[src/anbp_pkg.sv]
// anbp_pkg: shared types, constants and the nal type filter for the
// annex b length prefixer. No dependencies.
`default_nettype none

package anbp_pkg;

  // widths
  localparam int PositionBits = 24;
  localparam int QueueDepth   = 4;
  localparam int OffsetBits   = 24;
  localparam int SizeBits     = 25;
  localparam int InDataBits   = 8;
  localparam int OutDataBits  = 56;

  // h.264 nal unit types that get a length record
  localparam logic [4:0] NalSlice = 5'd1;
  localparam logic [4:0] NalIdr   = 5'd5;
  localparam logic [4:0] NalSei   = 5'd6;
  localparam logic [4:0] NalSps   = 5'd7;
  localparam logic [4:0] NalPps   = 5'd8;

  // low five header bits hold the h.264 nal type
  localparam logic [7:0] H264TypeMask = 8'h1f;

  // one queue entry: the records caused by one stream byte
  typedef struct packed {
    logic                  rec_valid;
    logic [OffsetBits-1:0] rec_offset;
    logic [SizeBits-1:0]   rec_size;
    logic                  fin_valid;
    logic [OffsetBits-1:0] fin_offset;
    logic [SizeBits-1:0]   fin_size;
  } anbp_entry_t;

  // front status seen by the top level
  typedef struct packed {
    logic open_valid;
    logic at_start;
  } anbp_front_stat_t;

  // does this header open a unit that gets a record
  function automatic logic type_qualifies(logic [7:0] hdr, logic hevc);
    logic [7:0] t;
    logic       q;
    t = hdr & H264TypeMask;
    case (t[4:0]) inside
      NalSlice, NalIdr, NalSei, NalSps, NalPps: q = 1'b1;
      default:                                  q = 1'b0;
    endcase
    return hevc | q;
  endfunction

endpackage

`default_nettype wire

[src/anbp_front.sv]
// anbp_front: start code scan, header classification and record arithmetic.
// Depends on anbp_pkg.
`default_nettype none

module anbp_front #(
  parameter int POSITION_BITS = anbp_pkg::PositionBits
) (
  input  wire logic                       clk,
  input  wire logic                       rst_n,
  input  wire logic                       hevc_mode,
  input  wire logic                       fire,
  input  wire logic [7:0]                 stream_byte,
  input  wire logic                       end_of_stream,
  output logic                            push,
  output anbp_pkg::anbp_entry_t           entry,
  output anbp_pkg::anbp_front_stat_t      stat
);
  import anbp_pkg::*;

  localparam int P  = POSITION_BITS;
  localparam int WW = (P + 1 > SizeBits) ? P + 1 : SizeBits;

  logic [23:0]  hist_r, hist_nxt;
  logic         hdr_exp_r, hdr_exp_nxt;
  logic [P-1:0] pos_r, pos_nxt;
  logic [P-1:0] open_pos_r, open_pos_nxt;
  logic         open_valid_r, open_valid_nxt;

  logic         hit, rec_ok, fin_ok;
  logic [P:0]   idx_w, rec_end, rec_sz, total, open_w, fin_sz;
  logic [P-1:0] rec_off, fin_off;
  logic [WW-1:0] rec_sz_x, fin_sz_x, rec_off_x, fin_off_x;

  // header classification and record for the unit being closed
  always_comb begin
    hit     = hdr_exp_r && type_qualifies(stream_byte, hevc_mode);
    rec_ok  = hit && open_valid_r && (open_pos_r >= P'(4));
    idx_w   = {1'b0, pos_r};
    rec_end = {1'b0, open_pos_r} + (P+1)'(4);
    rec_sz  = (idx_w >= rec_end) ? idx_w - rec_end : '0;
    rec_off = open_pos_r - P'(4);
    open_pos_nxt   = hit ? pos_r : open_pos_r;
    open_valid_nxt = hit | open_valid_r;
  end

  // closing record at the end of the stream
  always_comb begin
    fin_ok  = end_of_stream && open_valid_nxt && (open_pos_nxt >= P'(4));
    total   = idx_w + (P+1)'(1);
    open_w  = {1'b0, open_pos_nxt};
    fin_sz  = (total >= open_w) ? total - open_w : '0;
    fin_off = open_pos_nxt - P'(4);
  end

  // fit to the output field widths
  always_comb begin
    rec_sz_x  = WW'(rec_sz);
    fin_sz_x  = WW'(fin_sz);
    rec_off_x = WW'(rec_off);
    fin_off_x = WW'(fin_off);
    entry.rec_valid  = rec_ok;
    entry.rec_offset = rec_off_x[OffsetBits-1:0];
    entry.rec_size   = rec_sz_x[SizeBits-1:0];
    entry.fin_valid  = fin_ok;
    entry.fin_offset = fin_off_x[OffsetBits-1:0];
    entry.fin_size   = fin_sz_x[SizeBits-1:0];
    push             = fire && (rec_ok || fin_ok);
  end

  // history and position advance
  always_comb begin
    hist_nxt    = {hist_r[15:0], stream_byte};
    hdr_exp_nxt = (hist_nxt == 24'h000001);
    pos_nxt     = (pos_r == '1) ? pos_r : pos_r + P'(1);
  end

  // stream state, cleared after the end byte
  always_ff @(posedge clk) begin
    if (!rst_n) begin
      hist_r       <= '0;
      hdr_exp_r    <= 1'b0;
      pos_r        <= '0;
      open_pos_r   <= '0;
      open_valid_r <= 1'b0;
    end else if (fire) begin
      if (end_of_stream) begin
        hist_r       <= '0;
        hdr_exp_r    <= 1'b0;
        pos_r        <= '0;
        open_pos_r   <= '0;
        open_valid_r <= 1'b0;
      end else begin
        hist_r       <= hist_nxt;
        hdr_exp_r    <= hdr_exp_nxt;
        pos_r        <= pos_nxt;
        open_pos_r   <= open_pos_nxt;
        open_valid_r <= open_valid_nxt;
      end
    end
  end

  assign stat.open_valid = open_valid_r;
  assign stat.at_start   = (pos_r == '0) && (hist_r == '0) && !hdr_exp_r;

endmodule

`default_nettype wire

[src/anbp_fifo.sv]
// anbp_fifo: short register queue of record entries between front and back.
// Depends on anbp_pkg.
`default_nettype none

module anbp_fifo #(
  parameter int DEPTH = anbp_pkg::QueueDepth
) (
  input  wire logic                  clk,
  input  wire logic                  rst_n,
  input  wire logic                  push,
  input  anbp_pkg::anbp_entry_t      push_entry,
  input  wire logic                  pop,
  output anbp_pkg::anbp_entry_t      head,
  output logic                       empty,
  output logic                       full
);
  import anbp_pkg::*;

  localparam int AW = (DEPTH > 1) ? $clog2(DEPTH) : 1;
  localparam int CW = $clog2(DEPTH + 1);

  anbp_entry_t   mem [DEPTH];
  logic [AW-1:0] wr_ptr_r, wr_ptr_nxt;
  logic [AW-1:0] rd_ptr_r, rd_ptr_nxt;
  logic [CW-1:0] count_r, count_nxt;
  logic          do_push, do_pop;

  assign empty   = (count_r == '0);
  assign full    = (count_r == CW'(DEPTH));
  assign do_push = push && !full;
  assign do_pop  = pop && !empty;
  assign head    = mem[rd_ptr_r];

  // pointer wrap and occupancy
  always_comb begin
    wr_ptr_nxt = (wr_ptr_r == AW'(DEPTH - 1)) ? '0 : wr_ptr_r + AW'(1);
    rd_ptr_nxt = (rd_ptr_r == AW'(DEPTH - 1)) ? '0 : rd_ptr_r + AW'(1);
    count_nxt  = count_r;
    if (do_push && !do_pop) begin
      count_nxt = count_r + CW'(1);
    end else if (do_pop && !do_push) begin
      count_nxt = count_r - CW'(1);
    end
  end

  // entry storage
  always_ff @(posedge clk) begin
    if (do_push) begin
      mem[wr_ptr_r] <= push_entry;
    end
  end

  // control state
  always_ff @(posedge clk) begin
    if (!rst_n) begin
      wr_ptr_r <= '0;
      rd_ptr_r <= '0;
      count_r  <= '0;
    end else begin
      if (do_push) wr_ptr_r <= wr_ptr_nxt;
      if (do_pop)  rd_ptr_r <= rd_ptr_nxt;
      count_r <= count_nxt;
    end
  end

endmodule

`default_nettype wire

[src/anbp_back.sv]
// anbp_back: splits each queue entry into one or two output transactions.
// Depends on anbp_pkg.
`default_nettype none

module anbp_back (
  input  wire logic                            clk,
  input  wire logic                            rst_n,
  input  anbp_pkg::anbp_entry_t                head,
  input  wire logic                            empty,
  output logic                                 pop,
  output logic                                 out_tvalid,
  input  wire logic                            out_tready,
  output logic [anbp_pkg::OutDataBits-1:0]     out_tdata,
  output logic                                 out_tlast
);
  import anbp_pkg::*;

  logic                  rec_sent_r, rec_sent_nxt;
  logic                  show_rec, fire;
  logic [OffsetBits-1:0] offset;
  logic [SizeBits-1:0]   size;

  // pick the ordinary record first, then the closing one
  always_comb begin
    show_rec   = head.rec_valid && !rec_sent_r;
    offset     = show_rec ? head.rec_offset : head.fin_offset;
    size       = show_rec ? head.rec_size : head.fin_size;
    out_tvalid = !empty;
    out_tlast  = !show_rec;
    out_tdata  = {(OutDataBits - OffsetBits - SizeBits)'(0), size, offset};
    fire       = out_tvalid && out_tready;
    pop        = fire && (!show_rec || !head.fin_valid);
  end

  // remember that the first half of a double entry went out
  always_comb begin
    rec_sent_nxt = rec_sent_r;
    if (fire && show_rec && head.fin_valid) begin
      rec_sent_nxt = 1'b1;
    end else if (pop) begin
      rec_sent_nxt = 1'b0;
    end
  end

  always_ff @(posedge clk) begin
    if (!rst_n) begin
      rec_sent_r <= 1'b0;
    end else begin
      rec_sent_r <= rec_sent_nxt;
    end
  end

endmodule

`default_nettype wire

[src/annexb_nal_length_prefixer.sv]
// annexb_nal_length_prefixer: top level, joins front, record queue and back.
// Depends on anbp_pkg, anbp_front, anbp_fifo, anbp_back.
//
//   channel | handshake            | payload
//   --------+----------------------+----------------------------------------
//   in      | in_tvalid/in_tready  | in_tdata: stream_byte; in_tlast: eos
//   out     | out_tvalid/out_tready| out_tdata: offset, size; out_tlast: final
//   cfg     | cfg_valid/cfg_ready  | cfg_data: hevc_mode
//
// One stream byte is taken per cycle while in_tready is high; its records are
// worked out in that cycle. Records leave one per cycle while out_tready is high,
// so a byte with two records holds the back for both; QUEUE_DEPTH entries absorb this.
// in_tready drops only while the queue is full; cfg_ready is always high.
// Reset is synchronous, active low: stream state clears and hevc_mode is 0.
`default_nettype none

module annexb_nal_length_prefixer #(
  parameter int POSITION_BITS = anbp_pkg::PositionBits,
  parameter int QUEUE_DEPTH   = anbp_pkg::QueueDepth
) (
  input  wire logic                             clk,
  input  wire logic                             rst_n,
  input  wire logic                             in_tvalid,
  output logic                                  in_tready,
  input  wire logic [anbp_pkg::InDataBits-1:0]  in_tdata,   // [7:0] stream_byte
  input  wire logic                             in_tlast,
  output logic                                  out_tvalid,
  input  wire logic                             out_tready,
  output logic [anbp_pkg::OutDataBits-1:0]      out_tdata,  // [23:0] prefix_offset,
                                                            // [48:24] unit_size, zero above
  output logic                                  out_tlast,
  input  wire logic                             cfg_valid,
  output logic                                  cfg_ready,
  input  wire logic                             cfg_data
);
  import anbp_pkg::*;

  logic             hevc_mode_r;
  logic             in_fire, push, pop, empty, full;
  anbp_entry_t      entry, head;
  anbp_front_stat_t stat;

  assign cfg_ready = 1'b1;
  assign in_tready = !full;
  assign in_fire   = in_tvalid && in_tready;

  // mode register
  always_ff @(posedge clk) begin
    if (!rst_n) begin
      hevc_mode_r <= 1'b0;
    end else if (cfg_valid && cfg_ready) begin
      hevc_mode_r <= cfg_data;
    end
  end

  anbp_front #(.POSITION_BITS(POSITION_BITS)) u_front (
    .clk           (clk),
    .rst_n         (rst_n),
    .hevc_mode     (hevc_mode_r),
    .fire          (in_fire),
    .stream_byte   (in_tdata),
    .end_of_stream (in_tlast),
    .push          (push),
    .entry         (entry),
    .stat          (stat)
  );

  anbp_fifo #(.DEPTH(QUEUE_DEPTH)) u_fifo (
    .clk        (clk),
    .rst_n      (rst_n),
    .push       (push),
    .push_entry (entry),
    .pop        (pop),
    .head       (head),
    .empty      (empty),
    .full       (full)
  );

  anbp_back u_back (
    .clk        (clk),
    .rst_n      (rst_n),
    .head       (head),
    .empty      (empty),
    .pop        (pop),
    .out_tvalid (out_tvalid),
    .out_tready (out_tready),
    .out_tdata  (out_tdata),
    .out_tlast  (out_tlast)
  );

  // input only stalls behind pending records
  a_stall_needs_work: assert property (@(posedge clk) disable iff (!rst_n)
    !in_tready |-> out_tvalid)
    else $error("input stalled with no pending record");

  // end byte returns the scanner to a fresh stream
  a_eos_clears: assert property (@(posedge clk) disable iff (!rst_n)
    (in_fire && in_tlast) |=> (stat.at_start && !stat.open_valid))
    else $error("stream state not cleared after end byte");

  // an ordinary record with a closing one queued behind it is followed by it
  a_final_follows: assert property (@(posedge clk) disable iff (!rst_n)
    (out_tvalid && out_tready && !out_tlast && head.fin_valid)
      |=> (out_tvalid && out_tlast))
    else $error("closing record lost after ordinary record");

endmodule

`default_nettype wire

[config.mk]
export PLATFORM = sky130hd
export DESIGN_NAME = annexb_nal_length_prefixer
export DESIGN_NICKNAME = d
export VERILOG_FILES = /design/src/anbp_pkg.sv /design/src/anbp_front.sv /design/src/anbp_fifo.sv /design/src/anbp_back.sv /design/src/annexb_nal_length_prefixer.sv
export SDC_FILE = /design/constraint.sdc
export NUM_CORES = 1
export LEC_CHECK = 0
export BUFFER_PORTS_ARGS = -buffer_cell sky130_fd_sc_hd__clkbuf_2
export CAP_MARGIN = 20
export CORE_MARGIN = 2
export CORE_UTILIZATION = 30
export CTS_CLUSTER_DIAMETER = 150
export DETAILED_ROUTE_END_ITERATION = 10
export GPL_TIMING_DRIVEN = 0
export PLACE_DENSITY = 0.52
export SYNTH_ARGS = -nofsm -noshare
export SYNTH_HDL_FRONTEND = slang
export SYNTH_HIERARCHICAL = 1
export SYNTH_SLANG_ARGS = --single-unit
export TNS_END_PERCENT = 5
[constraint.sdc]
create_clock -name clk -period 6.5 [get_ports clk]
set_input_delay 0.325 -clock clk [delete_from_list [all_inputs] [get_ports clk]]
set_output_delay 0.325 -clock clk [all_outputs]
set_load 0.03 [all_outputs]
# Word-level counts from Yosys, hierarchy flattened
# Memory sizes are Yosys's and may differ from the RTL's. A register that Yosys moved wholly into a read port is not among the register bits.
# Index checks and enable logic that the tools add are counted.
dict set report totals {
  register_bits 75
  ramBits 400
  in_bits 15
  out_inout_bits 60
  word_cells 91
  n_memories 1
}
dict set report classes {
  addsub 11
  magnitude_cmp 4
  eq_ne 11
  mux 22
  n_bitwise 2
  reduce_logical 30
}
# name depth word_bits rd rd_clocked_by_memory_dff write_ports line
set mem_list {}
lappend mem_list {u_fifo.mem 4 100 1 1 1 anbp_fifo.sv:22} ;# anbp_entry_t mem [DEPTH];
# operator n
set op_table {}
lappend op_table {{24-bit two-way mux} 5}
lappend op_table {{25-bit two-way mux} 3}
lappend op_table {{24-bit by 3-bit >= comparator with 1-bit output (second input constant)} 2}
lappend op_table {{24-bit by 3-bit subtractor with 24-bit output (second input constant)} 2}
lappend op_table {{24-bit by 1-bit adder with 25-bit output (second input constant)} 1}
lappend op_table {{24-bit by 3-bit adder with 25-bit output (second input constant)} 1}
lappend op_table {{24-bit by 25-bit >= comparator with 1-bit output} 1}
lappend op_table {{25-bit by 24-bit >= comparator with 1-bit output} 1}
lappend op_table {{24-bit by 25-bit subtractor with 25-bit output} 1}
lappend op_table {{25-bit by 24-bit subtractor with 25-bit output} 1}
lappend op_table {{24-bit by 1-bit adder with 24-bit output (second input constant)} 1}
lappend op_table {{24-bit by 1-bit equality test with 1-bit output (second input constant)} 1}
lappend op_table {{24-bit equality test (second input constant)} 1}
lappend op_table {{1-bit logical AND} 16}
lappend op_table {{16-bit two-way mux} 1}
lappend op_table {{5-bit by 3-bit equality test with 1-bit output (second input constant)} 3}
lappend op_table {{2-bit two-way mux} 4}
lappend op_table {{1-bit logical NOT} 7}
lappend op_table {{1-bit two-way mux} 7}
lappend op_table {{3-bit two-way mux} 2}
lappend op_table {{5-bit by 1-bit equality test with 1-bit output (second input constant)} 1}
lappend op_table {{5-bit by 4-bit equality test with 1-bit output (second input constant)} 1}
lappend op_table {{5-bit OR reduction} 1}
lappend op_table {{2-bit by 1-bit adder with 2-bit output (second input constant)} 2}
lappend op_table {{10 further kinds} 14}

# Depth between registers and ports, before layout
dict set report logic_depth {
  word_depth 15
  mapped_depth 23
  mapped_depth_nobuf 19
}

# By module
# The synthesis kept the hierarchy.
# mod instances cells_each area_per_inst_um2 seq_area_each_um2
set by_module_without_submodules {}
lappend by_module_without_submodules {anbp_fifo 1 573 15004.4 12191.7}
lappend by_module_without_submodules {anbp_front 1 1124 7937.6 1481.4}
lappend by_module_without_submodules {anbp_back 1 72 979.7 20.0}
lappend by_module_without_submodules {annexb_nal_length_prefixer 1 7 57.6 20.0}

# Least setup slack after synthesis
# No wires, ideal clock.
dict set report synth_timing {
  kind {register to register}
  start {register u_front.hdr_exp_r}
  end {memory u_fifo/mem[0][0] (netlist bit) (enable)}
  setup_ns 0.470
  t_arrival_ns 5.318
  required_ns 6.030
  slack_ns 0.712
  stages_incl_launch_ff 18
  path_buffers 4
  period_less_slack_ns 5.788
  cell_sequence {dfxtp_1 -> clkbuf_1 -> nor2b_1 -> o211ai_1 -> nand2_1 -> clkbuf_1 -> buf_1 -> a21oi_1 -> ha_1 -> and3_1 -> nand2_1 -> nor3_1 -> a41oi_1 -> nor2_1 -> nor2_1 -> nor2b_1 -> buf_2 -> and2_1}
}
dict set report synth_via {
  elab_chain_cells 9
  word_cells_on_any_way 13
  cone_classes {1 x order compare; 3 x mux; 1 x bitwise; 8 x reduce/logical}
}
# element line
set synth_rtl {}
lappend synth_rtl {{from (decl)} anbp_front.sv:24} ;# logic hdr_exp_r, hdr_exp_nxt;
lappend synth_rtl {{from (signal assigned)} anbp_front.sv:94} ;# hdr_exp_r <= hdr_exp_nxt;
lappend synth_rtl {{1-bit logical AND (*)} anbp_front.sv:36} ;# hit = hdr_exp_r && type_qualifies(stream_byte, hevc_mode);
lappend synth_rtl {{24-bit two-way mux / 1-bit OR (equally long branches)} {anbp_front.sv:42, anbp_front.sv:43}}
lappend synth_rtl {{24-bit by 3-bit >= comparator with 1-bit output / 1-bit logical AND (equally long branches)} anbp_front.sv:48} ;# fin_ok = end_of_stream && open_valid_nxt && (open_pos_nxt >= P'(4));
lappend synth_rtl {{1-bit logical AND (*)} anbp_front.sv:48}
lappend synth_rtl {{via u_front.fin_ok} anbp_front.sv:29} ;# logic hit, rec_ok, fin_ok;
lappend synth_rtl {{1-bit logical OR (*)} anbp_front.sv:67} ;# push = fire && (rec_ok || fin_ok);
lappend synth_rtl {{1-bit logical AND (*)} anbp_front.sv:67}
lappend synth_rtl {{via push} annexb_nal_length_prefixer.sv:39} ;# logic in_fire, push, pop, empty, full;
lappend synth_rtl {{1-bit logical AND (*)} anbp_fifo.sv:30} ;# assign do_push = push && !full;
lappend synth_rtl {{via u_fifo.do_push} anbp_fifo.sv:26} ;# logic do_push, do_pop;
lappend synth_rtl {{1-bit two-way mux (*)} anbp_fifo.sv:48} ;# if (do_push) begin
lappend synth_rtl {{1-bit two-way mux (implied by the code) (*)} anbp_fifo.sv:49} ;# mem[wr_ptr_r] <= push_entry;
lappend synth_rtl {{to (decl)} anbp_fifo.sv:22}
# The timed path passes the listed nets; every way through them passes the cells marked *.

# Final worst setup path
dict set report layout_timing {
  start {register u_front.hdr_exp_r}
  end {memory u_fifo/mem[2][75] (netlist bit) (enable)}
}
# The elaborated chain is that of the path after synthesis.

==> reports/metrics.yaml <==
place_ws_ps: 171
cts_setup_buffers: 0
start_util: 0.304
fin_nets: 1947
grt_max_degree: 53
clkTransAtPathRegs_ps: 60
cts.path.max_buffers: 3
place.gp.congestion: 0.932
synth_warnings: 6
intPower_uw: 5120
status: "finished, final reports clean"
cts_htree_levels: 2
report.final.slew_viol_count: 0
grt_usage: 0.156
maxCapViolCount: 0
io_buffers: 65
ant_nets: 0
layout.cells.most_common: "edfxtp_1"
tritoncts: "done"
syn_area_um2: 23600
setup_slack_ps: 432
drtIter0Drc: 1112
power.switching_uw: 1350
switching_share: 0.208
hold_viol: 0
peakVddDrop_v: 0.000170
rows: 102
min_period_ps: 6070
routed_wl_mm: 63.5
fin_crit_sh: 0.934
die_y_um: 285
synthCells: 1728
globalRouteOverflowTotal: 0
clk_latency_ps: 600
pwr-share-clk: 0.469
layout.cells.most_common_list: "edfxtp_1 (400), nor2_1 (140), mux4_2 (100), nand2_1 (90), a21oi_1 (80)"
setup_viol: 0
setup-tns-final_ps: 0
p_leak_uw: 0.00973
combPwrFrac: 0.023
drc: 0
start_kind: "register"
crit_type: "register to register"
grt_pass1_vias: 14600
dp_hpwl_mm: 46.1
cp_max_fo: 51
seqPwrFrac: 0.508
tightest_slew_ps: 986
syn_to_final_growth_pct: 15.7
core_area_um2: 77700
grt_antenna_before_repair: 0
wire_per_inst_um: 21.5
vias_per_cell: 4.98
hold_path_class: "input port to register"
r2r_cells: 19
max_freq_ghz: 0.165
finalClockSkew_ps: 26.8
drive_above_1_share: 0.191
firstDrtPassIters: 6
worstSetupEndpointType: "register"
dieArea_um2: 81000
chipWidth_um: 285
hold_ws_ps: 79.6
powerDensity_nw_per_um2: 237
slew_headroom: 0.340
numCtsBuffers: 54
grt_pass1_wl_mm: 94.9
io_pins: 75
crit_required_ps: 6780
rsz0062_at_grt: "false"
cts_sinks: 477
root_buffer: "clkbuf_16"
vias: 14700
syn_area_per_cell_um2: 13.7
hold_depth: 3
cp.arrival_ps: 6350
what timing repair did:
action                                  CTS  global route
hold buffers                              5             0
endpoints found under the hold margin     4             0
resized for setup                         0             2
endpoints found under the setup margin    0           365
critical path, stage by stage (launching register included):
cell      delay (ps)
dfxtp_1          310
clkbuf_1         300
nor2b_1          230
o211ai_1         190
nand2_1          240
clkbuf_1         470
buf_1            500
nor2_1           120
a21oi_2          370
ha_1             270
and3_1           230
nand2_1          110
nor3_2           480
a41oi_1          420
nor2_1           190
nor2_1            90
nor2b_1          160
buf_2            190
and2_4           400
buf_16           320
through the flow:
step | cells | power (uW) | utilization | cell area (um^2)
after global routing | 2952 | 6690 | 0.351 | 27300
final | 2954 | 6470 | 0.351 | 27300
after global placement | 2839 | 3490 | 0.325 | 25300
after CTS | 2952 | 6550 | 0.351 | 27300
after detailed placement | 2847 | 3490 | 0.328 | 25500
after floorplan | 1734 | 3440 | - | 23600
per-layer routing:
layer,wire [um],track usage,vias up
met4,1390,0.0368,0
met1,28500,0.215,7436
met5,0,0,-
met2,30400,0.256,398
li1,-,-,6779
met3,3250,0.0246,85
cell type report:
type	instances	area (um^2)
fillers	7501	50400
flip-flops and latches	477	13600
multi-input cells	1095	9170
clock buffers	61	1400
well taps	1040	1300
plain buffers	116	764
repair buffers	78	566
clock inverters	39	384
inverters	46	173
diodes	2	5.00
power by group through the flow:
stage	Combinational [uW]	Sequential, uW	Clock [uW]
after floorplan	88.8	3350	0
after global placement	139	3350	0
after global routing	157	3290	3250
after CTS	145	3290	3120
after detailed placement	142	3350	0
final	147	3290	3040
flip-flops by register name, indices dropped and copies added, names as in the netlist, 2 cells and up, named ones only:
name	flops
u_front/pos_r	24
u_front/open_pos_r	24
u_fifo/wr_ptr_r	2
u_fifo/mem	400
u_fifo/rd_ptr_r	2
u_front/hist_r	16
u_fifo/count_r	3
final timing paths:
path / start / to / slack (ps)
hold / removal: out_tready / u_back/rec_sent_r / 80
hold reg to reg: u_fifo/wr_ptr_r[1] / u_fifo/wr_ptr_r[1] / 500
setup / recovery: u_front/hdr_exp_r / u_fifo/mem[2][75] / 430
setup reg to reg: u_front/hdr_exp_r / u_fifo/mem[2][75] / 430
Power figures use the tool's default switching activity.
